==> config.mk <==
export PLATFORM = sky130hd
export DESIGN_NAME = chebyshev_series_eval
export DESIGN_NICKNAME = d
export VERILOG_FILES = /design/src/cse_pkg.sv /design/src/cse_coef_bank.sv /design/src/cse_div.sv /design/src/cse_mul.sv /design/src/chebyshev_series_eval.sv
export SDC_FILE = /design/constraint.sdc
export NUM_CORES = 2
export LEC_CHECK = 0
export BUFFER_PORTS_ARGS = -buffer_cell sky130_fd_sc_hd__buf_4
export CAP_MARGIN = 20
export CORE_ASPECT_RATIO = 0.9
export CORE_MARGIN = 5
export CORE_UTILIZATION = 50
export DETAILED_ROUTE_END_ITERATION = 16
export PLACE_DENSITY_LB_ADDON = 0.08
export SYNTH_ARGS = -nofsm -noshare
export SYNTH_HDL_FRONTEND = slang
export SYNTH_SLANG_ARGS = --single-unit
export TNS_END_PERCENT = 100
==> constraint.sdc <==
create_clock -name clk -period 12.1 [get_ports clk]
set_input_delay 2.42 -clock clk [delete_from_list [all_inputs] [get_ports clk]]
set_output_delay 2.42 -clock clk [all_outputs]
set_load 0.1 [all_outputs]
==> src/cse_pkg.sv <==
// Shared types, constants and codes for the Chebyshev series evaluator.
`default_nettype none

package cse_pkg;

  localparam int CSE_MAX_TERMS = 16;
  localparam int CSE_IDX_W     = $clog2(CSE_MAX_TERMS);
  localparam int CSE_VAL_W     = 32;
  localparam int CSE_TC_W      = 5;
  localparam int CSE_PROD_W    = 64;
  localparam int CSE_ACC_W     = 55;
  localparam int CSE_DIV_CNT_W = 5;
  localparam int CSE_CFG_IDX_W = 2;

  // configuration register indexes
  localparam logic [CSE_CFG_IDX_W-1:0] CFG_RANGE_MIN  = 2'd0;
  localparam logic [CSE_CFG_IDX_W-1:0] CFG_RANGE_MAX  = 2'd1;
  localparam logic [CSE_CFG_IDX_W-1:0] CFG_TERM_COUNT = 2'd2;

  // request actions
  localparam logic ACT_WRITE = 1'b0;
  localparam logic ACT_EVAL  = 1'b1;

  // result status codes
  localparam logic [2:0] ST_OK      = 3'd0;
  localparam logic [2:0] ST_EMPTY   = 3'd1;
  localparam logic [2:0] ST_OUTSIDE = 3'd2;
  localparam logic [2:0] ST_WACK    = 3'd3;
  localparam logic [2:0] ST_SAT     = 3'd4;

  typedef enum logic [2:0] {
    S_IDLE,
    S_DIV,
    S_MULC,
    S_ACC,
    S_TUPD,
    S_FIN,
    S_RESP
  } cse_state_t;

  typedef struct packed {
    logic busy;
    logic done;
  } cse_div_sts_t;

endpackage

`default_nettype wire

==> src/cse_coef_bank.sv <==
// Coefficient register bank: one write port, one read port, cleared by reset.
`default_nettype none

module cse_coef_bank import cse_pkg::*; (
  input  logic                        clk,
  input  logic                        rst_n,
  input  logic                        we,
  input  logic [CSE_IDX_W-1:0]        waddr,
  input  logic signed [CSE_VAL_W-1:0] wdata,
  input  logic [CSE_IDX_W-1:0]        raddr,
  output logic signed [CSE_VAL_W-1:0] rdata
);

  logic signed [CSE_VAL_W-1:0] coef_r [CSE_MAX_TERMS];

  always_ff @(posedge clk) begin
    if (!rst_n) begin
      for (int i = 0; i < CSE_MAX_TERMS; i++) begin
        coef_r[i] <= '0;
      end
    end else if (we) begin
      coef_r[waddr] <= wdata;
    end
  end

  assign rdata = coef_r[raddr];

endmodule

`default_nettype wire

==> src/cse_div.sv <==
// Restoring divider, one quotient bit a cycle: q = (d*2^31 + r/2) / r.
`default_nettype none

module cse_div import cse_pkg::*; (
  input  logic                 clk,
  input  logic                 rst_n,
  input  logic                 start,
  input  logic [31:0]          num_d,
  input  logic [31:0]          den_r,
  output logic [31:0]          quo,
  output cse_div_sts_t         sts
);

  logic [31:0]              rem_r;
  logic [31:0]              quo_r;
  logic [31:0]              div_r;
  logic [CSE_DIV_CNT_W-1:0] cnt_r;
  logic                     run_r;
  logic                     done_r;

  logic [32:0] trial;
  logic        ge;
  logic [32:0] diff;

  // dividend is {d, r[31:1]}; its top 31 bits seed the remainder
  assign trial = {rem_r, quo_r[31]};
  assign ge    = (trial >= {1'b0, div_r});
  assign diff  = trial - {1'b0, div_r};

  always_ff @(posedge clk) begin
    if (!rst_n) begin
      run_r  <= 1'b0;
      done_r <= 1'b0;
      cnt_r  <= '0;
    end else begin
      done_r <= 1'b0;
      if (start) begin
        run_r <= 1'b1;
        cnt_r <= '0;
      end else if (run_r) begin
        cnt_r <= cnt_r + 1'b1;
        if (&cnt_r) begin
          run_r  <= 1'b0;
          done_r <= 1'b1;
        end
      end
    end
  end

  always_ff @(posedge clk) begin
    if (start) begin
      rem_r <= {1'b0, num_d[31:1]};
      quo_r <= {num_d[0], den_r[31:1]};
      div_r <= den_r;
    end else if (run_r) begin
      rem_r <= ge ? diff[31:0] : trial[31:0];
      quo_r <= {quo_r[30:0], ge};
    end
  end

  assign quo      = quo_r;
  assign sts.busy = run_r;
  assign sts.done = done_r;

endmodule

`default_nettype wire

==> src/cse_mul.sv <==
// Shared signed 32x32 multiplier with registered product.
`default_nettype none

module cse_mul import cse_pkg::*; (
  input  logic                         clk,
  input  logic                         en,
  input  logic signed [CSE_VAL_W-1:0]  op_a,
  input  logic signed [CSE_VAL_W-1:0]  op_b,
  output logic signed [CSE_PROD_W-1:0] prod
);

  logic signed [CSE_PROD_W-1:0] prod_r;

  always_ff @(posedge clk) begin
    if (en) begin
      prod_r <= op_a * op_b;
    end
  end

  assign prod = prod_r;

endmodule

`default_nettype wire

==> src/chebyshev_series_eval.sv <==
// Top level of the Chebyshev series evaluator: control sequencer and datapath.
//
//  channel | direction | handshake            | payload
//  --------+-----------+----------------------+----------------------------------------
//  in_     | request   | in_valid / in_ready  | action, coef_index, coef_value, sample_x
//  out_    | result    | out_valid / out_ready| result_value, status
//  cfg_    | config    | cfg_we (no wait)     | cfg_index, cfg_wdata
//
// Writes and early outs (empty range, no terms, sample outside) go directly to the
// result state. An evaluation runs division, then multiply, accumulate and recurrence
// steps per term, then rounding and the output load. One request at a
// time: in_ready only in idle, back with out_valid. A waiting result lets the next
// request in; only the result after it stalls on out_ready low.
// Reset (rst_n, synchronous) clears sequencer, coefficient bank, term count, range min.
`default_nettype none

module chebyshev_series_eval import cse_pkg::*; (
  input  logic                        clk,
  input  logic                        rst_n,
  // request channel
  input  logic                        in_valid,
  output logic                        in_ready,
  input  logic                        in_action,
  input  logic [CSE_IDX_W-1:0]        in_coef_index,
  input  logic signed [CSE_VAL_W-1:0] in_coef_value,
  input  logic signed [CSE_VAL_W-1:0] in_sample_x,
  // result channel
  output logic                        out_valid,
  input  logic                        out_ready,
  output logic signed [CSE_VAL_W-1:0] out_result_value,
  output logic [2:0]                  out_status,
  // configuration
  input  logic                        cfg_we,
  input  logic [CSE_CFG_IDX_W-1:0]    cfg_index,
  input  logic [CSE_VAL_W-1:0]        cfg_wdata
);

  localparam logic signed [CSE_VAL_W-1:0] Q30_ONE = 32'sh4000_0000;
  localparam logic signed [CSE_VAL_W-1:0] T_HI    = 32'sh7fff_ffff;
  localparam logic signed [CSE_VAL_W-1:0] T_LO    = 32'sh8000_0000;

  // configuration registers
  logic signed [CSE_VAL_W-1:0] range_min_r;
  logic signed [CSE_VAL_W-1:0] range_max_r;
  logic [CSE_TC_W-1:0]         term_count_r;

  // sequencer
  cse_state_t state_r, state_nxt;

  // datapath registers
  logic signed [CSE_VAL_W-1:0] t_r;
  logic signed [CSE_VAL_W-1:0] tcur_r;
  logic signed [CSE_VAL_W-1:0] tprev_r;
  logic signed [CSE_ACC_W-1:0] acc_r;
  logic [CSE_IDX_W-1:0]        k_r;
  logic [CSE_IDX_W-1:0]        n_m1_r;
  logic signed [CSE_VAL_W-1:0] pend_val_r;
  logic [2:0]                  pend_sts_r;
  logic                        out_valid_r;
  logic signed [CSE_VAL_W-1:0] out_val_r;
  logic [2:0]                  out_sts_r;

  // request checks
  logic                  accept;
  logic signed [32:0]    span;
  logic                  empty;
  logic                  outside;
  logic [CSE_TC_W-1:0]   n_eff;
  logic [CSE_VAL_W-1:0]  sample_ofs;

  // shared units
  logic                         div_start;
  logic [31:0]                  div_q;
  cse_div_sts_t                 div_sts;
  logic                         mul_en;
  logic signed [CSE_VAL_W-1:0]  mul_a;
  logic signed [CSE_VAL_W-1:0]  mul_b;
  logic signed [CSE_PROD_W-1:0] prod;
  logic                         bank_we;
  logic signed [CSE_VAL_W-1:0]  coef_rd;

  // recurrence and rounding
  logic signed [65:0]           rec_sum;
  logic signed [36:0]           rec_diff;
  logic signed [CSE_VAL_W-1:0]  t_next;
  logic signed [CSE_ACC_W-1:0]  term_add;
  logic signed [CSE_ACC_W:0]    rnd_sum;
  logic signed [39:0]           rnd_res;
  logic                         load_out;
  logic                         last_term;

  assign in_ready = (state_r == S_IDLE);
  assign accept   = in_valid && in_ready;
  assign load_out = (state_r == S_RESP) && (!out_valid_r || out_ready);

  assign span    = {range_max_r[31], range_max_r} - {range_min_r[31], range_min_r};
  assign empty   = span[32] || (span == '0);
  assign outside = (in_sample_x < range_min_r) || (in_sample_x > range_max_r);
  assign n_eff   = (term_count_r > CSE_TC_W'(CSE_MAX_TERMS)) ?
                   CSE_TC_W'(CSE_MAX_TERMS) : term_count_r;
  assign sample_ofs = in_sample_x - range_min_r;

  assign last_term = (k_r == n_m1_r);

  // T_k = floor((2 t T_{k-1} + 2^29) / 2^30) - T_{k-2}, clamped to 32 bits
  assign rec_sum  = {prod[63], prod, 1'b0} + 66'sh2000_0000;
  assign rec_diff = {rec_sum[65], rec_sum[65:30]} - {{5{tprev_r[31]}}, tprev_r};
  always_comb begin
    if (!rec_diff[36] && (|rec_diff[35:31])) begin
      t_next = T_HI;
    end else if (rec_diff[36] && !(&rec_diff[35:31])) begin
      t_next = T_LO;
    end else begin
      t_next = rec_diff[31:0];
    end
  end

  assign term_add = {{5{prod[63]}}, prod[63:14]};
  assign rnd_sum  = {acc_r[CSE_ACC_W-1], acc_r} + (CSE_ACC_W+1)'(32768);
  assign rnd_res  = rnd_sum[55:16];

  cse_coef_bank u_bank (
    .clk   (clk),
    .rst_n (rst_n),
    .we    (bank_we),
    .waddr (in_coef_index),
    .wdata (in_coef_value),
    .raddr (k_r),
    .rdata (coef_rd)
  );

  cse_div u_div (
    .clk   (clk),
    .rst_n (rst_n),
    .start (div_start),
    .num_d (sample_ofs),
    .den_r (span[31:0]),
    .quo   (div_q),
    .sts   (div_sts)
  );

  cse_mul u_mul (
    .clk  (clk),
    .en   (mul_en),
    .op_a (mul_a),
    .op_b (mul_b),
    .prod (prod)
  );

  // next state
  always_comb begin
    state_nxt = state_r;
    unique case (state_r)
      S_IDLE: begin
        if (accept) begin
          if (in_action == ACT_EVAL && !empty && (n_eff != '0) && !outside) begin
            state_nxt = S_DIV;
          end else begin
            state_nxt = S_RESP;
          end
        end
      end
      S_DIV:  if (div_sts.done) state_nxt = S_MULC;
      S_MULC: state_nxt = S_ACC;
      S_ACC: begin
        if (last_term) begin
          state_nxt = S_FIN;
        end else if (k_r == '0) begin
          state_nxt = S_MULC;
        end else begin
          state_nxt = S_TUPD;
        end
      end
      S_TUPD: state_nxt = S_MULC;
      S_FIN:  state_nxt = S_RESP;
      S_RESP: if (load_out) state_nxt = S_IDLE;
      default: state_nxt = S_IDLE;
    endcase
  end

  // unit controls
  always_comb begin
    div_start = 1'b0;
    bank_we   = 1'b0;
    mul_en    = 1'b0;
    mul_a     = t_r;
    mul_b     = tcur_r;
    unique case (state_r)
      S_IDLE: begin
        bank_we   = accept && (in_action == ACT_WRITE);
        div_start = accept && (in_action == ACT_EVAL) && !empty &&
                    (n_eff != '0) && !outside;
      end
      S_MULC: begin
        mul_en = 1'b1;
        mul_a  = coef_rd;
      end
      S_ACC:  mul_en = 1'b1;   // t * T_k for the next recurrence step
      S_DIV, S_TUPD, S_FIN, S_RESP: begin
        mul_en = 1'b0;
      end
      default: mul_en = 1'b0;
    endcase
  end

  always_ff @(posedge clk) begin
    if (!rst_n) begin
      state_r      <= S_IDLE;
      out_valid_r  <= 1'b0;
      range_min_r  <= '0;
      range_max_r  <= 32'sd65536;
      term_count_r <= '0;
    end else begin
      state_r <= state_nxt;
      if (load_out) begin
        out_valid_r <= 1'b1;
      end else if (out_ready) begin
        out_valid_r <= 1'b0;
      end
      if (cfg_we) begin
        case (cfg_index)
          CFG_RANGE_MIN:  range_min_r  <= cfg_wdata;
          CFG_RANGE_MAX:  range_max_r  <= cfg_wdata;
          CFG_TERM_COUNT: term_count_r <= cfg_wdata[CSE_TC_W-1:0];
          default: ;
        endcase
      end
    end
  end

  // datapath
  always_ff @(posedge clk) begin
    case (state_r)
      S_IDLE: begin
        pend_val_r <= '0;
        acc_r      <= '0;
        k_r        <= '0;
        n_m1_r     <= CSE_IDX_W'(n_eff - 1'b1);
        if (in_action == ACT_WRITE) begin
          pend_sts_r <= ST_WACK;
        end else if (empty) begin
          pend_sts_r <= ST_EMPTY;
        end else if (n_eff == '0) begin
          pend_sts_r <= ST_OK;
        end else begin
          pend_sts_r <= ST_OUTSIDE;
        end
      end
      S_DIV: begin
        t_r    <= div_q - Q30_ONE;
        tcur_r <= Q30_ONE;
      end
      S_ACC: begin
        acc_r <= acc_r + term_add;
        if (!last_term) begin
          k_r <= k_r + 1'b1;
          if (k_r == '0) begin
            tprev_r <= tcur_r;
            tcur_r  <= t_r;
          end
        end
      end
      S_TUPD: begin
        tprev_r <= tcur_r;
        tcur_r  <= t_next;
      end
      S_FIN: begin
        if (!rnd_res[39] && (|rnd_res[38:31])) begin
          pend_val_r <= T_HI;
          pend_sts_r <= ST_SAT;
        end else if (rnd_res[39] && !(&rnd_res[38:31])) begin
          pend_val_r <= T_LO;
          pend_sts_r <= ST_SAT;
        end else begin
          pend_val_r <= rnd_res[31:0];
          pend_sts_r <= ST_OK;
        end
      end
      default: ;
    endcase
    if (load_out) begin
      out_val_r <= pend_val_r;
      out_sts_r <= pend_sts_r;
    end
  end

  assign out_valid        = out_valid_r;
  assign out_result_value = out_val_r;
  assign out_status       = out_sts_r;

  // divider reports completion only while the sequencer waits for it
  a_div_done_in_div: assert property (@(posedge clk) disable iff (!rst_n)
    div_sts.done |-> (state_r == S_DIV))
    else $error("divider done outside division phase");

  // a coefficient write goes straight to the result stage
  a_write_to_resp: assert property (@(posedge clk) disable iff (!rst_n)
    (accept && in_action == ACT_WRITE) |=> (state_r == S_RESP))
    else $error("coefficient write did not go to result stage");

  // term index never passes the last term
  a_term_bound: assert property (@(posedge clk) disable iff (!rst_n)
    (state_r == S_MULC || state_r == S_ACC || state_r == S_TUPD) |-> (k_r <= n_m1_r))
    else $error("term index beyond term count");

  // saturated results carry a rail value
  a_sat_rail: assert property (@(posedge clk) disable iff (!rst_n)
    (out_valid_r && out_sts_r == ST_SAT) |-> (out_val_r == T_HI || out_val_r == T_LO))
    else $error("saturation status without rail value");

endmodule

`default_nettype wire
==> flow_metrics.tcl <==
set metrics [dict create \
    core_mm2 0.1733 \
    dp_hpwl_um 190200 \
    synth_edf_count 886 \
    fin_nets 9622 \
    ys_ff_latch 971 \
    path_max_fanout 59 \
    via_per_inst 5.646 \
    crit_top_cell "fa_1" \
    cap_violations 0 \
    area_growth_pct 8.626 \
    overflow 0 \
    synth.avg_cell_area_um2 10.85 \
    fmax_mhz 90.44 \
    worst_setup_path_start_kind "register" \
    grt_pass1_vias 61440 \
    vias 58700 \
    yosysSeqAreaShare_pct 32.54 \
    io_pins 145 \
    yosys_most_used_dff "edfxtp_1" \
    rsz0062_at_grt "false" \
    dr.first_iter.drc_count 5236 \
    slew_headroom_pct 22.30 \
    clk_path_buf_depth 3 \
    holdPathEnd "out_result_value[24]" \
    tightest_slew_ns 1.164 \
    routed_wl_um 254700 \
    setup_tns_ns 0 \
    crit_arrival_ns 11.52 \
    grt_pass1_wl_um 386900 \
    drv_slew 0 \
    synthCells 8019 \
    ys_types 89 \
    place.gp.congestion 0.9386 \
    use_met1_pct 39.78 \
    die_h_um 405.7 \
    synth.most_common_cell "inv_1" \
    cp.required_ns 12.56 \
    yosysTopAreaCellShare_pct 30.58 \
    h-tree-depth 3 \
    synth_fp_nets 9618 \
    dr.pass1.iters 5 \
    hold_path.class "register to register" \
    cts_tree "done" \
    cts_sinks 971 \
    hold_viol_final 0 \
    dieWidth_um 449.7 \
    start_util_pct 50.21 \
    crit_slowest_cell "dfxtp_4" \
    met2_usage_pct 44.83 \
    cts_buffers 105 \
    cts_root_buffer "clkbuf_16" \
    routedWlPerCell_um 24.50 \
    min_period_ns 11.06 \
    hold_buffers 0 \
    grt-busiest-layer "met2" \
    grt_max_degree 78 \
    hold_start "pend_val_r[24]" \
    drive_above_1_share_pct 9.238 \
    post_cts.repair.setup_buffers 0 \
    clock_latency_ns 0.79 \
    met3_usage_pct 5.383 \
    synth_area_leader_cell "edfxtp_1" \
    r2r-end "u_mul.prod[51]" \
    cts_resized 0 \
    cpPeakStageDelay_ns 0.98 \
    grt_usage_pct 28.16 \
    syn_area_mm2 0.08699 \
    min_path_cells 0 \
    status "finished clean" \
    criticalPathCategory "register to register" \
    io_buffer_count 144 \
    num_rows 145 \
    endpoint_kind "register" \
    ant_nets 0 \
    worstRegToRegCells 28 \
    async_reset_ff_share_pct 0 \
    finalSetupViolCount 0 \
    ys_top_cells_by_area "edfxtp_1, fa_1, and2_1" \
    clock_skew_ns 0.1038 \
    period_share_pct 91.38 \
    rrSetupSlack_ns 1.04 \
    drcViolationCount 0 \
    die_area_mm2 0.1824 \
    yosysWarnings 0 \
    antenna_found_initial 23 \
    clkTransAtPathRegs_ns 0.06 \
    synth_common_cells "inv_1, fa_1, and2_1" \
]
## metal layers
layer / vias to the layer above / routed length, um / share of wire [%]
met5: - / 86 / 0.034
met2: 2047 / 116800 / 46
li1: 26110 / - / -
met4: 14 / 8122 / 3.2
met3: 407 / 19660 / 7.7
met1: 30120 / 110100 / 43
## logic make-up (layout without fill, tap and decap cells)
group | after synthesis | after routing | share of synthesized area, %
and+or+nand+nor | 2538 | 2538 | 14.92
buffers and inverters | 1580 | 1669 | 6.894
adders and majority gates | 1491 | 1491 | 30.82
DFF | 971 | 971 | 32.54
AOI/OAI and AO/OA | 900 | 900 | 6.590
xor gates and xnor gates | 296 | 296 | 2.980
muxes | 243 | 243 | 5.261
other | 0 | 10 | 0
## worst max path at each step
stage               startpoint              to  slack, ns  depth (start not counted)
floorplan             register  u_mul.prod[51]       1.94                         33
global route          register  u_mul.prod[51]       0.55                         30
CTS                   register  u_mul.prod[51]       1.08                         30
global placement      register  u_mul.prod[51]       1.32                         30
finish                register  u_mul.prod[51]       1.04                         28
detailed placement    register  u_mul.prod[51]       1.18                         30
## critical path: cells and delay by family (launching register included)
family,cells,cell delay (ns)
xor gates and xnor gates,1,0.12
AOI/OAI and AO/OA,3,0.75
muxes,2,0.83
buffers and inverters,4,0.91
and+or+nand+nor,9,2.52
DFF,1,0.98
adders and majority gates,9,4.50
## placed cells by master, fill, tap and decap left out, drive strengths merged, types with 15 or more instances in the layout
cell / instances
nand2: 878
a21boi: 15
ha: 405
nor3: 51
a221o: 31
o21a: 42
and3: 45
mux4: 154
a211oi: 19
nand3: 78
a21o: 152
o21bai: 33
nor2b: 79
dfxtp: 85
nor2: 252
o21ai: 187
fa: 1086
and2: 982
a21oi: 295
inv: 1180
clkinv: 52
xor2: 117
mux2: 48
buf: 301
xnor2: 179
nand4: 52
edfxtp: 886
mux2i: 41
a31oi: 29
clkbuf: 121
nand2b: 52
## through the flow
step,utilization (%),setup slack (ns),instance area (um2),hold slack [ns],cells
6_report,54.54,1.043,94490,0.4174,10400
5_1_grt,54.52,0.5547,94470,0.4232,10390
4_1_cts,54.49,1.080,94410,0.4189,10380
3_5_place_dp,52.46,1.177,90900,0.4045,10190
3_3_place_gp,52.42,1.317,90820,0.4019,10190
2_1_floorplan,-,1.936,86990,0.4003,8019
## registers in the layout, summed over array words and instances (netlist names), 32 cells and up, named ones only
name	flops
u_div.div_r	32
t_r	32
u_div.rem_r	32
mul_b	32
u_bank.coef_r	512
tprev_r	32
range_max_r	32
pend_val_r	32
out_result_value	32
u_div.quo	32
range_min_r	32
acc_r	55
u_mul.prod	50
## final cells by class
cell class	count	area (um2)
Inverter	1176	4414
Sequential cell	971	28320
Fill cell	15070	78770
Multi-Input combinational cell	5468	52970
Timing Repair Buffer	301	2402
Tap cell	2278	2850
Antenna cell	10	25.02
Clock buffer	121	2750
Clock inverter	71	767.0
Power is not shown: default switching activity piles up to over one toggle a cycle in this logic, so the estimate is an artifact.
